<file path="src/sv/twbb_pkg.sv">
`timescale 1ns / 1ps
// ----------------------------------------------------------------------------
// twbb_pkg
// Shared types and constants for the two-wire byte bit-bang engine.
// ----------------------------------------------------------------------------
package twbb_pkg;

	// configuration space
	localparam int          PADDR_W     = 3;
	localparam int          DATA_W      = 32;
	localparam int          DELAY_W     = 10;
	localparam logic        REG_DELAY   = 1'b0;
	localparam logic [9:0]  DELAY_RESET = 10'd5;
	localparam logic [9:0]  MIN_DELAY   = 10'd1;
	localparam logic [9:0]  MAX_DELAY   = 10'd1000;

	// acknowledge handling after a read byte
	localparam logic [1:0]  ACK_NONE    = 2'd0;
	localparam logic [1:0]  ACK_SEND    = 2'd1;
	localparam logic [1:0]  ACK_INVALID = 2'd3;

	typedef enum logic [2:0] {
		ACT_TICK    = 3'd0,
		ACT_SET_SCL = 3'd1,
		ACT_SET_SDA = 3'd2,
		ACT_GET_SDA = 3'd3,
		ACT_WRITE   = 3'd4,
		ACT_READ    = 3'd5
	} action_t;

	// classified command, produced by the front end
	typedef enum logic [2:0] {
		CMD_TICK,
		CMD_SET_SCL,
		CMD_SET_SDA,
		CMD_GET_SDA,
		CMD_WRITE,
		CMD_READ,
		CMD_BAD
	} cmd_t;

	typedef enum logic [2:0] {
		MODE_IDLE = 3'd0,
		MODE_SCL  = 3'd1,
		MODE_SDA  = 3'd2,
		MODE_WR   = 3'd4,
		MODE_RD   = 3'd5
	} mode_t;

	typedef enum logic [2:0] {
		PH_SDA = 3'd0,
		PH_HI  = 3'd1,
		PH_LO  = 3'd2,
		PH_REL = 3'd3,
		PH_AHI = 3'd4,
		PH_ALO = 3'd5
	} phase_t;

	typedef enum logic [1:0] {
		ST_OK   = 2'd0,
		ST_NAK  = 2'd1,
		ST_BAD  = 2'd2,
		ST_BUSY = 2'd3
	} status_t;

	typedef struct packed {
		logic [2:0] action;
		logic [7:0] value;
		logic       nak_ok;
		logic [1:0] ack_mode;
		logic       sda_in;
	} in_word_t;

	typedef struct packed {
		logic       scl_out;
		logic       sda_out;
		logic       busy_res;
		logic       done_res;
		logic [1:0] status;
		logic [7:0] read_data;
		logic       sda_level;
	} out_word_t;

	typedef struct packed {
		cmd_t       cmd;
		logic [7:0] value;
		logic       nak_ok;
		logic [1:0] ack_mode;
		logic       sda_in;
	} cmd_word_t;

endpackage

</file>
<file path="src/sv/twbb_fifo.sv">
`timescale 1ns / 1ps
// ----------------------------------------------------------------------------
// twbb_fifo
// Small register queue with push/full and pop/empty sides. DEPTH >= 2.
// ----------------------------------------------------------------------------
module twbb_fifo #(
	parameter int WIDTH = 8,
	parameter int DEPTH = 2
) (
	input  logic             clk,
	input  logic             arst_n,
	input  logic             push,
	input  logic [WIDTH-1:0] wdata,
	output logic             full,
	input  logic             pop,
	output logic [WIDTH-1:0] rdata,
	output logic             empty
);

	localparam int PW = (DEPTH > 1) ? $clog2(DEPTH) : 1;
	localparam int CW = $clog2(DEPTH + 1);

	logic [WIDTH-1:0] mem_q [DEPTH];
	logic [PW-1:0]    wr_q;
	logic [PW-1:0]    rd_q;
	logic [CW-1:0]    cnt_q;
	logic             do_push;
	logic             do_pop;

	assign full    = (cnt_q == CW'(DEPTH));
	assign empty   = (cnt_q == '0);
	assign do_push = push && !full;
	assign do_pop  = pop && !empty;
	assign rdata   = mem_q[rd_q];

	always_ff @(posedge clk) begin
		if (do_push) begin
			mem_q[wr_q] <= wdata;
		end
	end

	always_ff @(posedge clk or negedge arst_n) begin
		if (!arst_n) begin
			wr_q  <= '0;
			rd_q  <= '0;
			cnt_q <= '0;
		end else begin
			if (do_push) begin
				wr_q <= (wr_q == PW'(DEPTH - 1)) ? '0 : wr_q + PW'(1);
			end
			if (do_pop) begin
				rd_q <= (rd_q == PW'(DEPTH - 1)) ? '0 : rd_q + PW'(1);
			end
			case ({do_push, do_pop})
				2'b10:   cnt_q <= cnt_q + CW'(1);
				2'b01:   cnt_q <= cnt_q - CW'(1);
				default: cnt_q <= cnt_q;
			endcase
		end
	end

	a_cnt_bound: assert property (@(posedge clk) disable iff (!arst_n)
		cnt_q <= CW'(DEPTH))
		else $error("fifo count above depth");

endmodule

</file>
<file path="src/sv/twbb_front.sv">
`timescale 1ns / 1ps
// ----------------------------------------------------------------------------
// twbb_front
// Input stage: takes words, decodes the action and screens bad values.
// ----------------------------------------------------------------------------
module twbb_front (
	input  logic                 clk,
	input  logic                 arst_n,
	input  logic                 push,
	input  twbb_pkg::in_word_t   item,
	output logic                 full,
	output logic                 q_push,
	output twbb_pkg::cmd_word_t  q_word,
	input  logic                 q_full
);

	logic                valid_s1;
	twbb_pkg::cmd_word_t word_s1;
	twbb_pkg::cmd_t      cls;
	logic                accept;

	assign full   = valid_s1 && q_full;
	assign accept = push && !full;
	assign q_push = valid_s1 && !q_full;
	assign q_word = word_s1;

	always_comb begin
		case (item.action)
			twbb_pkg::ACT_SET_SCL: begin
				cls = (item.value > 8'd1) ? twbb_pkg::CMD_BAD : twbb_pkg::CMD_SET_SCL;
			end
			twbb_pkg::ACT_SET_SDA: begin
				cls = (item.value > 8'd1) ? twbb_pkg::CMD_BAD : twbb_pkg::CMD_SET_SDA;
			end
			twbb_pkg::ACT_GET_SDA: cls = twbb_pkg::CMD_GET_SDA;
			twbb_pkg::ACT_WRITE:   cls = twbb_pkg::CMD_WRITE;
			twbb_pkg::ACT_READ: begin
				cls = (item.ack_mode == twbb_pkg::ACK_INVALID) ?
					twbb_pkg::CMD_BAD : twbb_pkg::CMD_READ;
			end
			twbb_pkg::ACT_TICK:    cls = twbb_pkg::CMD_TICK;
			// unused action codes run as plain ticks
			default:               cls = twbb_pkg::CMD_TICK;
		endcase
	end

	always_ff @(posedge clk or negedge arst_n) begin
		if (!arst_n) begin
			valid_s1 <= 1'b0;
		end else if (accept) begin
			valid_s1 <= 1'b1;
		end else if (q_push) begin
			valid_s1 <= 1'b0;
		end
	end

	always_ff @(posedge clk) begin
		if (accept) begin
			word_s1.cmd      <= cls;
			word_s1.value    <= item.value;
			word_s1.nak_ok   <= item.nak_ok;
			word_s1.ack_mode <= item.ack_mode;
			word_s1.sda_in   <= item.sda_in;
		end
	end

endmodule

</file>
<file path="src/sv/twbb_back.sv">
`timescale 1ns / 1ps
// ----------------------------------------------------------------------------
// twbb_back
// Waveform engine: runs one word per unstalled cycle against pin state.
// ----------------------------------------------------------------------------
module twbb_back (
	input  logic                      clk,
	input  logic                      arst_n,
	input  logic [twbb_pkg::DELAY_W-1:0] delay_ticks,
	input  logic                      q_empty,
	input  twbb_pkg::cmd_word_t       q_word,
	output logic                      q_pop,
	input  logic                      o_full,
	output logic                      o_push,
	output twbb_pkg::out_word_t       o_word
);

	localparam int SETTLE_STEPS = 3;

	typedef struct packed {
		logic              scl;
		logic              sda;
		twbb_pkg::mode_t   mode;
		twbb_pkg::phase_t  phase;
		logic [3:0]        bidx;
		logic [7:0]        shift;
		logic [9:0]        wcnt;
		logic [1:0]        pack;
		logic              nign;
		logic              nakerr;
		logic [7:0]        rdreg;
	} eng_t;

	localparam eng_t ENG_RST = '{
		scl: 1'b1, sda: 1'b1, mode: twbb_pkg::MODE_IDLE, phase: twbb_pkg::PH_SDA,
		bidx: 4'd0, shift: 8'd0, wcnt: 10'd0, pack: 2'd0,
		nign: 1'b0, nakerr: 1'b0, rdreg: 8'd0};

	function automatic logic [9:0] half_up(logic [9:0] d);
		logic [10:0] t;
		t = {1'b0, d} + 11'd1;
		return t[10:1];
	endfunction

	// start a phase: drive its pin and load its wait
	function automatic eng_t enter(eng_t s, twbb_pkg::phase_t ph, logic lvl,
			logic [9:0] d);
		eng_t r;
		r       = s;
		r.phase = ph;
		case (ph)
			twbb_pkg::PH_SDA: begin
				r.sda  = lvl;
				r.wcnt = half_up(d);
			end
			twbb_pkg::PH_REL: begin
				r.sda  = 1'b1;
				r.wcnt = half_up(d);
			end
			twbb_pkg::PH_HI, twbb_pkg::PH_AHI: begin
				r.scl  = 1'b1;
				r.wcnt = d;
			end
			default: begin
				r.scl = 1'b0;
				// low time between read bits is a full unit
				if (ph == twbb_pkg::PH_LO && s.mode == twbb_pkg::MODE_RD && s.bidx < 4'd8) begin
					r.wcnt = d;
				end else begin
					r.wcnt = d >> 1;
				end
			end
		endcase
		return r;
	endfunction

	function automatic logic finishes(eng_t s);
		logic f;
		f = 1'b1;
		case (s.mode)
			twbb_pkg::MODE_WR: begin
				f = !(s.phase inside {twbb_pkg::PH_SDA, twbb_pkg::PH_HI, twbb_pkg::PH_LO,
					twbb_pkg::PH_REL, twbb_pkg::PH_AHI});
			end
			twbb_pkg::MODE_RD: begin
				if (s.phase == twbb_pkg::PH_LO) begin
					f = (s.bidx >= 4'd8) && (s.pack == twbb_pkg::ACK_NONE);
				end else begin
					f = !(s.phase inside {twbb_pkg::PH_REL, twbb_pkg::PH_HI,
						twbb_pkg::PH_SDA, twbb_pkg::PH_AHI});
				end
			end
			default: f = 1'b1;
		endcase
		return f;
	endfunction

	function automatic eng_t advance(eng_t s, logic sda_in, logic [9:0] d);
		eng_t r;
		r = s;
		if (s.mode == twbb_pkg::MODE_WR) begin
			case (s.phase)
				twbb_pkg::PH_SDA: r = enter(s, twbb_pkg::PH_HI, 1'b0, d);
				twbb_pkg::PH_HI:  r = enter(s, twbb_pkg::PH_LO, 1'b0, d);
				twbb_pkg::PH_LO: begin
					r.bidx = s.bidx + 4'd1;
					if (r.bidx < 4'd8) begin
						r = enter(r, twbb_pkg::PH_SDA, s.shift[3'd7 - r.bidx[2:0]], d);
					end else begin
						r = enter(r, twbb_pkg::PH_REL, 1'b1, d);
					end
				end
				twbb_pkg::PH_REL: r = enter(s, twbb_pkg::PH_AHI, 1'b0, d);
				twbb_pkg::PH_AHI: begin
					// ack sampled at the end of the high time
					if (sda_in && !s.nign) begin
						r.nakerr = 1'b1;
					end
					r = enter(r, twbb_pkg::PH_ALO, 1'b0, d);
				end
				default: r = s;
			endcase
		end else if (s.mode == twbb_pkg::MODE_RD) begin
			case (s.phase)
				twbb_pkg::PH_REL: r = enter(s, twbb_pkg::PH_HI, 1'b0, d);
				twbb_pkg::PH_HI: begin
					r.shift = {s.shift[6:0], sda_in};
					r.bidx  = s.bidx + 4'd1;
					r       = enter(r, twbb_pkg::PH_LO, 1'b0, d);
				end
				twbb_pkg::PH_LO: begin
					if (s.bidx < 4'd8) begin
						r = enter(s, twbb_pkg::PH_HI, 1'b0, d);
					end else begin
						r = enter(s, twbb_pkg::PH_SDA, (s.pack == twbb_pkg::ACK_SEND) ? 1'b0 : 1'b1, d);
					end
				end
				twbb_pkg::PH_SDA: r = enter(s, twbb_pkg::PH_AHI, 1'b0, d);
				twbb_pkg::PH_AHI: r = enter(s, twbb_pkg::PH_ALO, 1'b0, d);
				default:          r = s;
			endcase
		end
		return r;
	endfunction

	eng_t              eng_q;
	eng_t              nxt;
	logic [9:0]        d;
	logic              busy;
	logic              done;
	logic              fin;
	logic              lvl;
	twbb_pkg::status_t st;

	always_comb begin
		if (delay_ticks < twbb_pkg::MIN_DELAY) begin
			d = twbb_pkg::MIN_DELAY;
		end else if (delay_ticks > twbb_pkg::MAX_DELAY) begin
			d = twbb_pkg::MAX_DELAY;
		end else begin
			d = delay_ticks;
		end
	end

	assign q_pop  = !q_empty && !o_full;
	assign o_push = q_pop;

	always_comb begin
		nxt  = eng_q;
		done = 1'b0;
		fin  = 1'b0;
		lvl  = 1'b0;
		st   = twbb_pkg::ST_OK;
		busy = (eng_q.mode != twbb_pkg::MODE_IDLE);
		if (busy && q_word.cmd != twbb_pkg::CMD_TICK) begin
			st = twbb_pkg::ST_BUSY;
		end else begin
			case (q_word.cmd)
				twbb_pkg::CMD_BAD: begin
					st   = twbb_pkg::ST_BAD;
					done = 1'b1;
				end
				twbb_pkg::CMD_SET_SCL: begin
					nxt.mode  = twbb_pkg::MODE_SCL;
					nxt.scl   = q_word.value[0];
					nxt.wcnt  = q_word.value[0] ? d : (d >> 1);
					nxt.phase = twbb_pkg::PH_SDA;
				end
				twbb_pkg::CMD_SET_SDA: begin
					nxt.mode  = twbb_pkg::MODE_SDA;
					nxt.sda   = q_word.value[0];
					nxt.wcnt  = half_up(d);
					nxt.phase = twbb_pkg::PH_SDA;
				end
				twbb_pkg::CMD_GET_SDA: begin
					done = 1'b1;
					lvl  = q_word.sda_in;
				end
				twbb_pkg::CMD_WRITE: begin
					nxt.mode   = twbb_pkg::MODE_WR;
					nxt.shift  = q_word.value;
					nxt.bidx   = 4'd0;
					nxt.nign   = q_word.nak_ok;
					nxt.nakerr = 1'b0;
					nxt        = enter(nxt, twbb_pkg::PH_SDA, q_word.value[7], d);
				end
				twbb_pkg::CMD_READ: begin
					nxt.mode   = twbb_pkg::MODE_RD;
					nxt.pack   = q_word.ack_mode;
					nxt.shift  = 8'd0;
					nxt.bidx   = 4'd0;
					nxt.nakerr = 1'b0;
					nxt        = enter(nxt, twbb_pkg::PH_REL, 1'b1, d);
				end
				default: begin
					if (busy && nxt.wcnt != 10'd0) begin
						nxt.wcnt = nxt.wcnt - 10'd1;
					end
				end
			endcase
		end
		// zero-length waits chain through at most two phases and a finish
		for (int i = 0; i < SETTLE_STEPS; i++) begin
			if (nxt.mode != twbb_pkg::MODE_IDLE && nxt.wcnt == 10'd0) begin
				if (finishes(nxt)) begin
					if (nxt.mode == twbb_pkg::MODE_RD) begin
						nxt.rdreg = nxt.shift;
					end
					nxt.mode = twbb_pkg::MODE_IDLE;
					fin      = 1'b1;
				end else begin
					nxt = advance(nxt, q_word.sda_in, d);
				end
			end
		end
		if (fin) begin
			done       = 1'b1;
			st         = nxt.nakerr ? twbb_pkg::ST_NAK : twbb_pkg::ST_OK;
			nxt.nakerr = 1'b0;
		end
	end

	assign o_word.scl_out   = nxt.scl;
	assign o_word.sda_out   = nxt.sda;
	assign o_word.busy_res  = (nxt.mode != twbb_pkg::MODE_IDLE);
	assign o_word.done_res  = done;
	assign o_word.status    = st;
	assign o_word.read_data = nxt.rdreg;
	assign o_word.sda_level = lvl;

	always_ff @(posedge clk or negedge arst_n) begin
		if (!arst_n) begin
			eng_q <= ENG_RST;
		end else if (q_pop) begin
			eng_q <= nxt;
		end
	end

	a_wait_live: assert property (@(posedge clk) disable iff (!arst_n)
		(eng_q.mode != twbb_pkg::MODE_IDLE) |-> (eng_q.wcnt != 10'd0))
		else $error("busy with an expired wait");

	a_bit_range: assert property (@(posedge clk) disable iff (!arst_n)
		(eng_q.mode == twbb_pkg::MODE_WR || eng_q.mode == twbb_pkg::MODE_RD)
		|-> (eng_q.bidx <= 4'd8))
		else $error("bit index past the byte");

	a_nak_clear: assert property (@(posedge clk) disable iff (!arst_n)
		(eng_q.mode == twbb_pkg::MODE_IDLE) |-> !eng_q.nakerr)
		else $error("nak flag left set while idle");

	a_busy_reject: assert property (@(posedge clk) disable iff (!arst_n)
		(o_push && o_word.status == twbb_pkg::ST_BUSY)
		|-> (!o_word.done_res && o_word.busy_res))
		else $error("busy reject with done or idle engine");

endmodule

</file>
<file path="src/sv/two_wire_byte_bitbang_engine.sv">
`timescale 1ns / 1ps
// ----------------------------------------------------------------------------
// two_wire_byte_bitbang_engine
// Open-drain two-wire master that bit-bangs bytes, paced by tick words.
// ----------------------------------------------------------------------------
// Usage:
//   Command words enter through push/full; each one is a tick (carrying the
//   sampled SDA level) or a pin/byte command. Every accepted word produces
//   exactly one result word on the empty/pop side, showing the pin drive
//   levels, busy/done, status, last read byte and the echoed SDA level.
//   delay_ticks (APB, address 0) sets the bit period unit in ticks.
// Timing:
//   One word per cycle sustained while the result queue is popped. A result
//   passes through the decode register and the command queue into the
//   waveform engine, which handles each word combinationally (including
//   chains of zero-length phases), and on into the result queue.
// Reset:
//   Both lines are released, no command is running, delay_ticks is 5 and
//   both queues are empty.
// Stall:
//   While pop is held low the result queue fills, the engine stops, the
//   command queue fills and full rises. Nothing is dropped.
// ----------------------------------------------------------------------------
module two_wire_byte_bitbang_engine #(
	parameter int CMD_DEPTH = 2,
	parameter int RES_DEPTH = 2
) (
	input  logic                             clk,
	input  logic                             arst_n,
	input  logic                             push,
	input  twbb_pkg::in_word_t               item,
	output logic                             full,
	output logic                             empty,
	input  logic                             pop,
	output twbb_pkg::out_word_t              result,
	input  logic                             psel,
	input  logic                             penable,
	input  logic                             pwrite,
	input  logic [twbb_pkg::PADDR_W-1:0]     paddr,
	input  logic [twbb_pkg::DATA_W-1:0]      pwdata,
	output logic [twbb_pkg::DATA_W-1:0]      prdata,
	output logic                             pready
);

	logic [twbb_pkg::DELAY_W-1:0] delay_q;
	logic                         reg_idx;
	logic                         cfg_wr;

	twbb_pkg::cmd_word_t          f_word;
	logic                         f_push;
	logic                         cq_full;
	twbb_pkg::cmd_word_t          cq_word;
	logic                         cq_empty;
	logic                         cq_pop;
	twbb_pkg::out_word_t          b_word;
	logic                         b_push;
	logic                         rq_full;

	// register file: one word per 4 bytes
	assign pready  = 1'b1;
	assign reg_idx = paddr[twbb_pkg::PADDR_W-1];
	assign cfg_wr  = psel && penable && pwrite && pready;
	assign prdata  = (reg_idx == twbb_pkg::REG_DELAY) ?
		twbb_pkg::DATA_W'(delay_q) : '0;

	always_ff @(posedge clk or negedge arst_n) begin
		if (!arst_n) begin
			delay_q <= twbb_pkg::DELAY_RESET;
		end else if (cfg_wr && reg_idx == twbb_pkg::REG_DELAY) begin
			delay_q <= pwdata[twbb_pkg::DELAY_W-1:0];
		end
	end

	twbb_front u_front (
		.clk    (clk),
		.arst_n (arst_n),
		.push   (push),
		.item   (item),
		.full   (full),
		.q_push (f_push),
		.q_word (f_word),
		.q_full (cq_full)
	);

	twbb_fifo #(
		.WIDTH ($bits(twbb_pkg::cmd_word_t)),
		.DEPTH (CMD_DEPTH)
	) u_cmd_q (
		.clk    (clk),
		.arst_n (arst_n),
		.push   (f_push),
		.wdata  (f_word),
		.full   (cq_full),
		.pop    (cq_pop),
		.rdata  (cq_word),
		.empty  (cq_empty)
	);

	twbb_back u_back (
		.clk         (clk),
		.arst_n      (arst_n),
		.delay_ticks (delay_q),
		.q_empty     (cq_empty),
		.q_word      (cq_word),
		.q_pop       (cq_pop),
		.o_full      (rq_full),
		.o_push      (b_push),
		.o_word      (b_word)
	);

	twbb_fifo #(
		.WIDTH ($bits(twbb_pkg::out_word_t)),
		.DEPTH (RES_DEPTH)
	) u_res_q (
		.clk    (clk),
		.arst_n (arst_n),
		.push   (b_push),
		.wdata  (b_word),
		.full   (rq_full),
		.pop    (pop),
		.rdata  (result),
		.empty  (empty)
	);

endmodule
</file>
<file path="config.mk">
export PLATFORM = sky130hd
export DESIGN_NAME = two_wire_byte_bitbang_engine
export DESIGN_NICKNAME = d
export VERILOG_FILES = /design/src/sv/twbb_pkg.sv /design/src/sv/twbb_fifo.sv /design/src/sv/twbb_front.sv /design/src/sv/twbb_back.sv /design/src/sv/two_wire_byte_bitbang_engine.sv
export SDC_FILE = /design/constraint.sdc
export NUM_CORES = 1
export LEC_CHECK = 0
export BUFFER_PORTS_ARGS = -buffer_cell sky130_fd_sc_hd__buf_2
export CAP_MARGIN = 25
export CORE_MARGIN = 4
export CORE_UTILIZATION = 55
export CTS_BUF_LIST = sky130_fd_sc_hd__clkbuf_16
export CTS_CLUSTER_DIAMETER = 200
export DETAILED_ROUTE_END_ITERATION = 10
export PLACE_DENSITY = 0.84
export SYNTH_ARGS = -nofsm -noshare
export SYNTH_HDL_FRONTEND = slang
export SYNTH_SLANG_ARGS = --single-unit
</file>
<file path="constraint.sdc">
create_clock -name clk -period 5.2 [get_ports clk]
set_clock_uncertainty 0.1 [all_clocks]
set_input_delay 0 -clock clk [delete_from_list [all_inputs] [get_ports clk]]
set_output_delay 0 -clock clk [all_outputs]
set_load 0.01 [all_outputs]
</file>
[Yosys cells after proc, flatten, opt, wreduce, memory -nomap -nowiden]
Memory sizes are Yosys's and may differ from the RTL's.
Index checks and enable logic that the tools add are counted.
Word-level totals
  output and inout bits: 50
  memories: 2
  flip-flop bits (word level): 76
  input port bits: 57
  RAM bits: 60
Memories
  u_cmd_q.mem_q: depth 2, width 15, read ports 1, clocked after memory_dff 0, wr ports 1, line twbb_fifo.sv:23  | logic [WIDTH-1:0] mem_q [DEPTH];
  u_res_q.mem_q: depth 2, width 15, read ports 1, clocked after memory_dff 0, wr ports 1, line twbb_fifo.sv:23
Operators by class
  magnitude comparators: 15
  mux-type cells: 107
  reductions and logical operators: 71
  equality and inequality tests: 39
  $add $sub $neg: 16
  bitwise operators: 1
Operators by type and width (count)
  case mux 42 bit (5 select lines): 6
  2-to-1 mux 42 bit: 13
  2-to-1 mux 41 bit: 3
  2-to-1 mux 10 bit: 11
  2-to-1 mux 29 bit: 3
  2-to-1 mux 8 bit: 6
  case mux 12 bit (2 select lines): 2
  == test 3 bit, second input constant: 14
  2-to-1 mux 1 bit: 39
  == test 3 x 2 -> 1 bit, second input constant: 10
  zero test 10 bit: 3
  case mux 10 bit (3 select lines): 1
  logical AND 1 bit: 28
  < comparator 4 bit, second input constant: 6
  case mux 6 bit (4 select lines): 1
  nonzero test 3 bit: 6
  == test 3 x 1 -> 1 bit, second input constant: 5
  2-to-1 mux 3 bit: 5
  case mux 3 bit (5 select lines): 1
  nonzero test 5 bit: 3
  zero test 1 bit: 14
  2-to-1 mux 2 bit: 7
  adder 4 x 1 -> 4 bit, second input constant: 3
  >= comparator 4 bit, second input constant: 3
  other kinds (24): 56

[Depth between registers and ports, before layout]
  depth in word-level cells: 35
  gate-level depth with buffers: 23
  mapped depth without buffers: 19

[Modules after synthesis]
From an unflattened synthesis, not the netlist that was laid out.
Second synthesis, totals
  cells, all modules: 1076
  area, all modules: 10139.7 µm²
Modules (own cells, without submodules)
  twbb_back: cells an instance 848, instances 1, sequential area each 1053.5 µm², area each 6157.2 µm²
  twbb_fifo: cells an instance 65, instances 2, sequential area each 1001.0 µm², area each 1322.5 µm²
  two_wire_byte_bitbang_engine: cells an instance 58, instances 1, sequential area each 252.7 µm², area each 684.4 µm²
  twbb_front: cells an instance 40, instances 1, sequential area each 475.5 µm², area each 653.1 µm²

[Least setup slack after synthesis]
No wires, ideal clock.
  path type: reg-to-reg
  from: register delay_q[8] (netlist name)
  to: register u_back.eng_q[35] (netlist name)
  required time: 4979 ps
  library setup time: 121 ps
  setup slack: 8 ps
  arrival: 4971 ps
  cell stages (with the launch flop): 21
  buffers on the path: 2
  cells stage by stage: dfrtp_1 -> buf_2 -> nand3_1 -> o21ai_1 -> inv_2 -> ha_1 -> and3_1 -> clkbuf_1 -> a31oi_1 -> a311oi_1 -> o31a_1 -> nor4_2 -> nand4_1 -> nor4_4 -> mux2i_1 -> mux2_2 -> a211oi_1 -> o22ai_1 -> a211oi_2 -> nand2_1 -> a22o_1
Between the ends
  cells in the longest elaborated chain, start to end: 25
  elaborated cells between the ends (all ways): 85
  those cells by class: 3 x add/sub; 7 x order compare; 12 x eq/ne; 39 x mux; 24 x reduce/logical
Ends and longest elaborated chain
  start: declaration: line two_wire_byte_bitbang_engine.sv:45  | logic [twbb_pkg::DELAY_W-1:0] delay_q;
  start signal: assignment: line two_wire_byte_bitbang_engine.sv:68  | delay_q <= twbb_pkg::DELAY_RESET;
  start signal: assignment: line two_wire_byte_bitbang_engine.sv:70  | delay_q <= pwdata[twbb_pkg::DELAY_W-1:0];
  greater-than comparator 10 bit: line twbb_back.sv:158  | end else if (delay_ticks > twbb_pkg::MAX_DELAY) begin
  2-to-1 mux 10 bit: line twbb_back.sv:158
  2-to-1 mux 10 bit (*): line twbb_back.sv:156  | if (delay_ticks < twbb_pkg::MIN_DELAY) begin
  parallel branches: the longest is 13 deep, another holds adder 10 x 1 -> 11 bit
  2-to-1 mux 42 bit (*): line twbb_back.sv:224  | if (nxt.mode != twbb_pkg::MODE_IDLE && nxt.wcnt == 10'd0) begin
  parallel branches: the longest is 7 deep, another holds adder 4 x 1 -> 4 bit
  2-to-1 mux 42 bit (*): line twbb_back.sv:224
  end signal: assignment: line twbb_back.sv:255  | eng_q <= nxt;
  end: declaration: line twbb_back.sv:146  | eng_t eng_q;
Every way passes the cells marked *. The select of a mux whose other input is x is not followed.
A chain may end at the register's enable or synchronous reset.

[Worst setup path in the final report]
  from: register u_back.eng_q[13] (netlist name)
  to: register u_back.eng_q[35] (netlist name)
Between the ends
  cells in the longest elaborated chain, start to end: 24
  elaborated cells between the ends (all ways): 79
  those cells by class: 3 x add/sub; 5 x order compare; 12 x eq/ne; 33 x mux; 26 x reduce/logical
Ends and longest elaborated chain
  parallel branches: the longest is 4 deep, another holds subtractor 10 x 1 -> 10 bit
  2-to-1 mux 42 bit (*): line twbb_back.sv:175  | if (busy && q_word.cmd != twbb_pkg::CMD_TICK) begin
  zero test 10 bit: line twbb_back.sv:224
  logical AND 1 bit: line twbb_back.sv:224
  2-to-1 mux 42 bit (*): line twbb_back.sv:224
  parallel branches: the longest is 7 deep, another holds adder 4 x 1 -> 4 bit
  2-to-1 mux 42 bit (*): line twbb_back.sv:224
  parallel branches: the longest is 7 deep, another holds adder 4 x 1 -> 4 bit
  2-to-1 mux 42 bit (*): line twbb_back.sv:224
Marks and branches as above.

==> impl_metrics.ini <==
[run_status]
status = finished clean

[detailed_routing]
highest_layer = met4
dr_wl_met3_um = 4590
firstDrtPassIters = 7
drt-initial-drc-count = 1527
viasPerCell = 6.65
drc = 0
postRouteAntennaNets = 0
wirelength_um = 37700
wire_per_inst_um = 23.1
dr_wl_met2_um = 16700
vias = 10874
drt-met1-wl_um = 14700

[finish]
syn2layout_area_growth_pct = 30.2
stdcell_area_um2 = 13500
nets = 1458
stdcell_count = 1635
drive_gt1_share_pct = 33.6
num_antenna_cells = 0

[logic_synthesis]
synth_edf_count = 75
synth_most_common_cell = nand2_1
synth_commonest_cells = nand2_1, nor2_1, edfxtp_1
yosys_warnings = 0
synth_cells = 1127
synth_cell_type_count = 107
syn_area_per_cell_um2 = 9.21
synth_top_area_cell = edfxtp_1
synthDominantCellAreaShare_pct = 21.7
synth_flop_cell = edfxtp_1
synth_area_leaders = edfxtp_1, dfrtp_1, mux2i_1
yosysSeqAreaShare_pct = 36.5
syn_area_um2 = 10400
ys_seq_elements = 136
async_flop_share_pct = 44.9

[timing]
fin_ws_ns = 0.125
hold_ws_ns = 0.186
min_period_ns = 5.07
slew_viol_final = 0
hold_violations = 0
worst_pin_slew_ns = 1.15
min_period_over_period_pct = 97.6
fmax_ghz = 0.197
max_slew_margin_pct = 22.9
setup_viol = 0

[placed_design]
hpwl_um = 27100
placed_cells = 1552
routabilityCongestion = 1.07
dp_slack_ns = -0.108
io_buffers = 59
place_area_um2 = 12200

[floorplanning]
dieArea_um2 = 21100
core-area_um2 = 18300
rows = 49
start_util_pct = 56.8
die_width_um = 145
ios = 107
die_h_um = 145

[setup_path]
crit_type = reg -> reg
critPathMaxFanout = 5
cp.required_ns = 5.42
critPathCaptureType = flip-flop
startpoint_type = flip-flop
arrival_ns = 5.30
reg2reg_depth = 19

[clock_network]
cts_buffers = 17
clkLatencyLatePin_ns = 0.44
cts_tree = yes
htreeDepth = 4
clock_path_buffers = 2
path_clk_slew_ns = 0.08
cts.sinks = 136
root_buffer = clkbuf_16

[power]
p_per_area_nw_per_um2 = 630
ir_worst_vdd_uv = 445
power.static_leakage_nw = 5.52

[global_routing]
grt_first_pass_wirelength_um = 57900
grt_usage_pct = 34.3
gr-total-overflow = 0
antenna_found_initial = 0
grt_pass1_vias = 10335
grt_max_degree = 62

[flow_run]
cap_violations = 0

[worst_hold_path]
hp-class = in -> async
[area by class of cell]
type                    count  area (µm²)
clock buffers              17         425
clock inverters            15         201
fillers                  1294        4760
inverters                  21        78.8
multi-input cells         890        6300
flip-flops and latches    136        3790
well taps                 229         287
repair buffers            327        2430
[worst max-delay path: stages (launching register included)]
cell and delay, ns:
dfrtp_1 0.43, inv_1 0.11, ha_1 0.17, or3b_1 0.40
o41ai_2 0.35, o21ai_1 0.15, a2111oi_2 0.39, buf_4 0.18
a21o_1 0.14, and4_4 0.27, nand3_4 0.08, or4_1 0.53
or4_1 0.42, buf_4 0.20, a2111oi_4 0.29, a211oi_2 0.06
buf_4 0.17, a211oi_4 0.23, nand2_1 0.12, a22o_1 0.19
[layout by cell type (no fill, tap or decap), drive strengths merged, types with 12 or more instances in the layout]
cell type	synthesis	layout
clkbuf	39	17
nor3	37	37
xnor2	16	16
o22ai	14	14
nor2	91	91
a21o	12	12
nand2	117	117
nand4	13	13
and2	16	16
dfrtp	57	57
conb	2	23
nor4	14	14
buf	63	297
edfxtp	75	75
inv	20	29
o21ai	72	72
mux2	44	44
a31oi	22	22
mux2i	50	50
a21oi	73	73
nand3	35	35
a211oi	15	15
dlygate4sd3	0	30
[registers in the layout, indices dropped and copies added (netlist names)]
register / count
u_res_q.wr_q: 1
u_cmd_q.wr_q: 1
u_res_q.cnt_q: 2
u_front.valid_s1: 1
u_cmd_q.rd_q: 1
u_back.eng_q: 42
delay_q: 10
u_res_q.rd_q: 1
u_front.q_word: 15
u_res_q.mem_q: 30
u_cmd_q.mem_q: 30
u_cmd_q.cnt_q: 2
[routing by layer]
metal / up-vias / global-route usage, %
met5: - / 0
met4: 0 / 12.8
met3: 194 / 10.9
met2: 750 / 52.9
met1: 5134 / 45.5
li1: 4796 / -
[path summary, 6_finish.rpt]
check,from,slack [ns],to
min reg2reg,u_front.q_word[9],0.35,u_cmd_q.mem_q[1][9]
max,u_back.eng_q[13],0.13,u_back.eng_q[35]
max reg2reg,u_back.eng_q[13],0.13,u_back.eng_q[35]
min,arst_n,0.19,u_back.eng_q[17]
min in group clk,item[10],0.20,u_front.q_word[10]
max in group asynchronous,arst_n,4.19,u_back.eng_q[7]
[report_power, final]
part / internal, W / switching [W] / total (W)
clock: 0.000739 / 0.000570 / 0.00131
combinational: 0.00223 / 0.00311 / 0.00534
sequential: 0.00155 / 0.000311 / 0.00186
[cell families (layout without fill, tap and decap cells)]
family	Yosys count	count (layout)	synth area share, %
AO/OA/AOI/OAI	352	352	24.5
flip-flops	136	136	36.5
XOR/XNOR	20	20	1.69
other	2	23	0.0724
adder cells (fa/ha/maj)	8	8	0.964
buffers and inverters	123	380	6.27
AND/OR/NAND/NOR	389	390	19.4
multiplexers	97	97	10.7
[stage by stage]
stage / total power (W) / utilization (%) / setup TNS (ns)
2_1_floorplan: 0.00470 / - / 0
3_3_place_gp: 0.00656 / 66.4 / -0.133
3_5_place_dp: 0.00669 / 66.5 / -1.14
4_1_cts: 0.00808 / 71.8 / 0
5_1_grt: 0.00888 / 73.9 / -0.772
6_report: 0.00852 / 73.9 / 0
[timing repair]
action,CTS,global route
endpoints found under the hold margin,84,0
endpoints found under the setup margin,34,48
cloned,1,0
gates resized for setup,7,51
pin swaps,1,17
hold buffers,30,0
setup buffers,0,20
Note: power is estimated with default switching activity, not from simulation.
